$ cat src/hw/rtl/lzwc_pkg.sv
// lzwc_pkg: shared types and constants for the lzw compressor
// no dependencies
package lzwc_pkg;

   localparam int BYTE_BITS      = 8;
   localparam int CODE_WORD_BITS = 16;
   localparam int HASH_KEY_BITS  = 24;
   localparam int HASH_BITS      = 32;
   localparam logic [HASH_BITS-1:0] HASH_MULT = 32'h9E37_79B1;
   localparam logic [BYTE_BITS-1:0] SIGN_FLIP = 8'h80;

   // sequencer states
   typedef enum logic [2:0] {
      ST_IDLE,
      ST_CLEAR,
      ST_START,
      ST_HASH,
      ST_READ,
      ST_CHECK,
      ST_EMIT,
      ST_FINAL
   } seq_state_type;

endpackage

$ cat src/hw/rtl/lzwc_hash.sv
// lzwc_hash: registered multiplicative hash giving the home slot of a key
// depends on lzwc_pkg
module lzwc_hash #(
   parameter int CODE_BITS = 16
) (
   input  logic                   clock,
   input  logic [CODE_BITS+7:0]   key,
   output logic [CODE_BITS-1:0]   slot
);
   import lzwc_pkg::*;

   logic [HASH_BITS-1:0] product_in;
   logic [HASH_BITS-1:0] product_ff;

   // key times golden-ratio constant, low word kept
   always_comb begin
      product_in = {{(HASH_BITS-CODE_BITS-8){1'b0}}, key} * HASH_MULT;
   end

   always_ff @(posedge clock) begin
      product_ff <= product_in;
   end

   // top bits select the slot
   assign slot = product_ff[HASH_BITS-1 -: CODE_BITS];

endmodule

$ cat config.mk
export PLATFORM = sky130hd
export DESIGN_NAME = lzwc_hash
export DESIGN_NICKNAME = d
export VERILOG_FILES = /design/src/hw/rtl/lzwc_pkg.sv /design/src/hw/rtl/lzwc_hash.sv
export SDC_FILE = /design/constraint.sdc
export NUM_CORES = 1
export LEC_CHECK = 0
export ABC_AREA = 0
export BUFFER_PORTS_ARGS = -buffer_cell sky130_fd_sc_hd__buf_2
export CAP_MARGIN = 15
export CORE_UTILIZATION = 60
export DETAILED_ROUTE_END_ITERATION = 10
export PLACE_DENSITY = 0.82
export SKIP_LAST_GASP = 1
export SYNTH_ARGS = -nofsm -noshare
export SYNTH_HDL_FRONTEND = slang
export SYNTH_SLANG_ARGS = --single-unit
$ cat constraint.sdc
create_clock -name clock -period 13.5 [get_ports clock]
set_clock_uncertainty 0.2 [all_clocks]
set_input_delay 2.025 -clock clock [delete_from_list [all_inputs] [get_ports clock]]
set_output_delay 2.025 -clock clock [all_outputs]
set_load 0.1 [all_outputs]
==> results of run 1 <==
==> layout make-up <==
class | count | area share, %
multi-input cells | 489 | 77.7
inverters | 280 | 12.6
flip-flops and latches | 16 | 3.84
well taps | 172 | 2.58
repair buffers | 40 | 2.40
clock buffers | 3 | 0.900
==> routing by layer <==
| layer | global-route usage, % | up-vias | routed length, um |
|---|---|---|---|
| li1 | - | 2462 | - |
| met1 | 38.8 | 2678 | 7290 |
| met2 | 51.5 | 183 | 8810 |
| met3 | 5.55 | 51 | 1240 |
| met4 | 14.1 | 0 | 982 |
| met5 | 0 | - | 0 |
==> per-stage QoR <==
stage                     cell area (sq um)  instances  setup WS (ns)  util [%]
final                                  8340       1000           5.54      65.5
after global routing                   8340       1000           5.21      65.5
after CTS                              8340       1000           5.62      65.5
after detailed placement               8260        997           5.39      64.9
after global placement                 8260        997           5.48      64.9
after floorplan                        7870        790           5.90         -
==> path summary, 6_finish.rpt <==
kind / start / end / slack, ns
max: key[6] / product_ff[30]$_DFF_P_ / 5.54
min: product_ff[22]$_DFF_P_ / slot[6] / 2.63
==> layout by cell type (no fill, tap or decap), types with 2 or more instances in the layout <==
| master | count |
|---|---|
| xor2_1 | 7 |
| nand4_1 | 3 |
| o311ai_1 | 2 |
| a31oi_1 | 3 |
| a2111oi_0 | 2 |
| xnor2_1 | 31 |
| nor3_1 | 11 |
| buf_2 | 40 |
| a221oi_1 | 2 |
| nand3_1 | 3 |
| or2_2 | 2 |
| nand2b_1 | 2 |
| nor2_1 | 16 |
| o221ai_1 | 2 |
| ha_1 | 139 |
| o21ai_0 | 8 |
| nand2_1 | 14 |
| and2_2 | 2 |
| nor4_1 | 4 |
| dfxtp_1 | 16 |
| clkbuf_16 | 3 |
| a21oi_1 | 16 |
| fa_1 | 180 |
| a211o_1 | 3 |
| o311ai_0 | 3 |
| and3_1 | 3 |
| inv_1 | 280 |
| a211oi_1 | 6 |
| a21o_1 | 5 |
| o21ai_1 | 3 |
==> cell families (layout without fill, tap and decap cells) <==
logic type,Yosys count,count (layout)
AO/OA/AOI/OAI,66,66
adder cells (fa/ha/maj),319,319
XOR/XNOR,38,38
flip-flops,16,16
buffers and inverters,285,323
AND/OR/NAND/NOR,66,66
==> flow_summary_export.csv, run 1 <==
group,metric,value,unit
worst_hold_path,holdCritPathClass,"flip-flop to primary output",
worst_setup_path,cp-end-kind,"flip-flop",
yosys,yosys-top-cells-area,"fa_1 46%, ha_1 22%, inv_1 13%",
yosys,ys_ff_latch,16,
worst_setup_path,cp.depth,19,
run,maxCapViolCount,0,
yosys,synth_top_area_share,45.8,%
global_routing,grt_use_total,30.7,%
cts,htree_levels,1,
finish,seqCellArea,320,sq um
yosys,synthSimpleGateAreaFrac,4.25,%
timing,fin_crit,7.96,ns
worst_setup_path,critical-path-top-delay-family,"adder cells",
finish,drive_gt1_share,6.04,%
finish,top_register,"product_ff",
yosys,syn_inst,790,
yosys,synth_compound_area_share,5.92,%
cts,numCtsBuffers,3,
yosys,synth_top_area_cell,"fa_1",
cts,cts_tree,"done",
worst_setup_path,slowest_stage,"fa_1",
worst_setup_path,max_stage_delay,0.69,ns
worst_hold_path,whs_path_depth,1,
detailed_routing,detail_route.wl_per_cell,18.3,um
timing,fmax,126,MHz
cts,ctsRootBufferMaster,"clkbuf_16",
die,ios,41,
worst_setup_path,cp_max_fo,9,
yosys,yosys_warnings,0,
outcome,status,"finished clean",
yosys,synthesis.nets,1134,
global_routing,antenna_found_initial,0,
worst_setup_path,crit_top_cell,"fa_1",
yosys,synth-main-ff-cell,"dfxtp_1",
global_routing,grt_first_pass_wirelength,30300,um
die,die_area,13600,sq um
placed_design,dp_hpwl,16700,um
placed_design,gp_routability_congestion,1.04,
finish,nFillCells,1049,
finish,syn_to_final_growth,6.00,%
yosys,synth_cell_types,46,
worst_setup_path,cp-start-kind,"input port",
detailed_routing,drc_errors,0,
die,core.rowCount,41,
timing,finalHoldViolCount,0,
finish,largest_register_ffs,16,
global_routing,grt_max_degree,14,
detailed_routing,drtIter0Drc,301,
detailed_routing,vias_per_cell,5.37,
timing,hold_ws,2.63,ns
finish,multi_input_area,6470,sq um
detailed_routing,drtPass1Iterations,7,
yosys,yosys-top-cells-count,"280 x inv_1, 180 x fa_1, 139 x ha_1, 31 x xnor2_1",
yosys,syn_area,7870,sq um
yosys,synth.most_common_cell,"inv_1",
global_routing,grt_pass1_vias,5988,
cts,postCtsSetupBuffers,0,
finish,final_nets,1174,
yosys,synth_enable_flop_cells,0,
yosys,synthAdderAreaFrac,67.9,%
timing,maxSlewViolCount,0,
placed_design,io_buffers,40,
global_routing,grt-ovfl-total,0,
cts,ctsHoldBuffers,0,
finish,reg_top3,"product_ff: 16 flops",
cts,clk_pin_slew,0.05,ns
die,core-area,12700,sq um
detailed_routing,dr_total_vias,5374,
yosys,synthMuxAreaShare,0,%
timing,fin_tns_setup,0,ns
detailed_routing,antenna_left,0,
worst_setup_path,path_cells,"buf_2 > inv_1 > fa_1 > xnor2_1 > ha_1 > a21oi_1 > fa_1 > fa_1 > fa_1 > fa_1 > fa_1 > inv_1 > ha_1 > nand4_1 > or2_0 > nor3_1 > o21ai_0 > a2111oi_0 > a211oi_1",
cts,clockBufferDepth,2,
worst_setup_path,crit_buf_inv,3,
finish,antenna_cells,0,
die,die_w,116,um
timing,max_slew_margin,58.9,%
die,die_h,116,um
timing,rsz0062_at_grt,"no",
yosys,seq_area_frac_synth,4.07,%
timing,finalSetupViolCount,0,
worst_setup_path,cp_data_arrival_time,7.87,ns
worst_setup_path,crit_required,13.41,ns
detailed_routing,routed_wl,18300,um
cts,post_cts_resized,0,
yosys,async_reset_ff_share,0,%
yosys,syn_area_per_cell,9.96,sq um
timing,fin_crit_sh,58.9,%
timing,worst_pin_slew,0.612,ns
worst_setup_path,critPathKind,"input port to flip-flop",
yosys,synth_xor_area_share,4.23,%
die,start_util,61.8,%
yosys,synth_top_family_by_area,"adder cells",
cts,cts_sinks,16,
Power of run 1 is left out: the tool's default activity adds up to more than one toggle a clock period on the data nets, which glitch-free logic cannot reach.
==> inputs of run 2 (changes only) <==
==> constraint.sdc (replaced) <==
create_clock -name clock -period 8.1 [get_ports clock]
set_clock_uncertainty 0.2 [all_clocks]
set_input_delay 1.215 -clock clock [delete_from_list [all_inputs] [get_ports clock]]
set_output_delay 1.215 -clock clock [all_outputs]
set_load 0.1 [all_outputs]
==> run 2 against run 1 <==
First-iteration DRC count up 3.7%. Worst hold slack worse by 0.82 ns. Global-route usage down 0.50 points. Core utilization unchanged. Worst setup slack worse by 4.9 ns. Sequential cell count unchanged. Critical path depth unchanged. Cell count unchanged. Via count about the same. Clock-buffer cell count unchanged. Critical endpoint unchanged. Highest routed layer unchanged.
==> flow_summary_export.csv, run 2 (synthesis results as in run 1) <==
group,metric,value,unit
die,core.rowCount,41,
detailed_routing,drtIter0Drc,312,
timing,finalSetupViolCount,0,
finish,multi_input_area,6470,sq um
cts,clk_pin_slew,0.05,ns
timing,fin_crit_sh,91.6,%
die,die_h,116,um
worst_setup_path,cp_max_fo,8,
finish,seqCellArea,320,sq um
placed_design,io_buffers,40,
cts,postCtsSetupBuffers,0,
finish,nFillCells,1037,
detailed_routing,vias_per_cell,5.38,
cts,htree_levels,1,
cts,ctsHoldBuffers,0,
cts,cts_tree,"done",
global_routing,grt_pass1_vias,5994,
worst_hold_path,whs_path_depth,6,
die,die_w,116,um
global_routing,grt_first_pass_wirelength,30300,um
die,die_area,13600,sq um
cts,ctsRootBufferMaster,"clkbuf_16",
placed_design,place_ws,0.794,ns
finish,drive_gt1_share,6.04,%
finish,mostFrequentLayoutCells,"280 x inv_1, 180 x fa_1, 139 x ha_1",
timing,rsz0062_at_grt,"no",
detailed_routing,dr_total_vias,5376,
timing,fin_tns_setup,0,ns
global_routing,grt_max_degree,14,
cts,cts_sinks,16,
die,core-area,12700,sq um
placed_design,gp_routability_congestion,0.994,
worst_setup_path,critPathKind,"input port to flip-flop",
timing,worst_pin_slew,0.655,ns
finish,largest_register_ffs,16,
timing,maxSlewViolCount,0,
global_routing,grt-ovfl-total,0,
finish,reg_top3,"product_ff: 16 flops",
detailed_routing,drc_errors,0,
outcome,status,"finished clean",
finish,final_nets,1174,
cts,post_cts_resized,0,
finish,syn_to_final_growth,6.00,%
finish,final_common_cell,"inv_1",
finish,top_register,"product_ff",
placed_design,dp_hpwl,16300,um
detailed_routing,drtPass1Iterations,5,
detailed_routing,detail_route.wl_per_cell,17.7,um
timing,worst_slack,0.682,ns
worst_setup_path,cp_data_arrival_time,7.31,ns
cts,clockBufferDepth,2,
cts,numCtsBuffers,3,
die,ios,41,
finish,antenna_cells,0,
global_routing,grt_use_total,30.2,%
worst_hold_path,holdCritPathClass,"input port to flip-flop",
worst_setup_path,cp-start-kind,"input port",
timing,fmax,135,MHz
timing,fin_crit,7.42,ns
timing,finalHoldViolCount,0,
worst_setup_path,crit_required,7.99,ns
global_routing,antenna_found_initial,0,
die,start_util,61.8,%
detailed_routing,antenna_left,0,
worst_setup_path,cp-end-kind,"flip-flop",
run,maxCapViolCount,0,
timing,max_slew_margin,55.2,%
detailed_routing,routed_wl,17700,um
## run 2: worst paths after layout
| check | slack, ns | start | end |
|---|---|---|---|
| worst max-delay path | 0.68 | key[0] | product_ff[30]$_DFF_P_ |
| worst min-delay path | 1.81 | key[4] | product_ff[16]$_DFF_P_ |
## run 2: cell type report
class / count / area share (%)
clock buffers: 3 / 0.900
inverters: 280 / 12.6
multi-input cells: 489 / 77.7
flip-flops and latches: 16 / 3.84
well taps: 172 / 2.58
repair buffers: 40 / 2.40
## run 2: routing by layer
metal	up-vias	track usage, %	wire (um)
li1	2453	-	-
met3	48	4.62	1120
met4	0	11.5	811
met1	2691	38.5	7140
met2	184	52.0	8640
met5	-	0	0
## run 2: stage by stage
stage | instances | util [%] | hold WS [ns] | instance area (sq um)
global placement | 997 | 64.9 | 1.56 | 8260
detailed placement | 997 | 64.9 | 1.57 | 8260
floorplan | 790 | - | 1.60 | 7870
finish | 1000 | 65.5 | 1.81 | 8340
global route | 1000 | 65.5 | 1.84 | 8340
CTS | 1000 | 65.5 | 1.82 | 8340
## run 2: critical path: stages
cell and delay [ns]:
buf_2 0.18, fa_1 0.65, fa_1 0.58, inv_1 0.05
fa_1 0.55, inv_1 0.07, fa_1 0.48, fa_1 0.51
fa_1 0.49, inv_1 0.06, fa_1 0.48, inv_1 0.04
ha_1 0.35, nand4_1 0.19, or2_0 0.28, nor3_1 0.13
o21ai_0 0.18, a2111oi_0 0.68, a211oi_1 0.12
Power of run 2 is left out for the same reason.
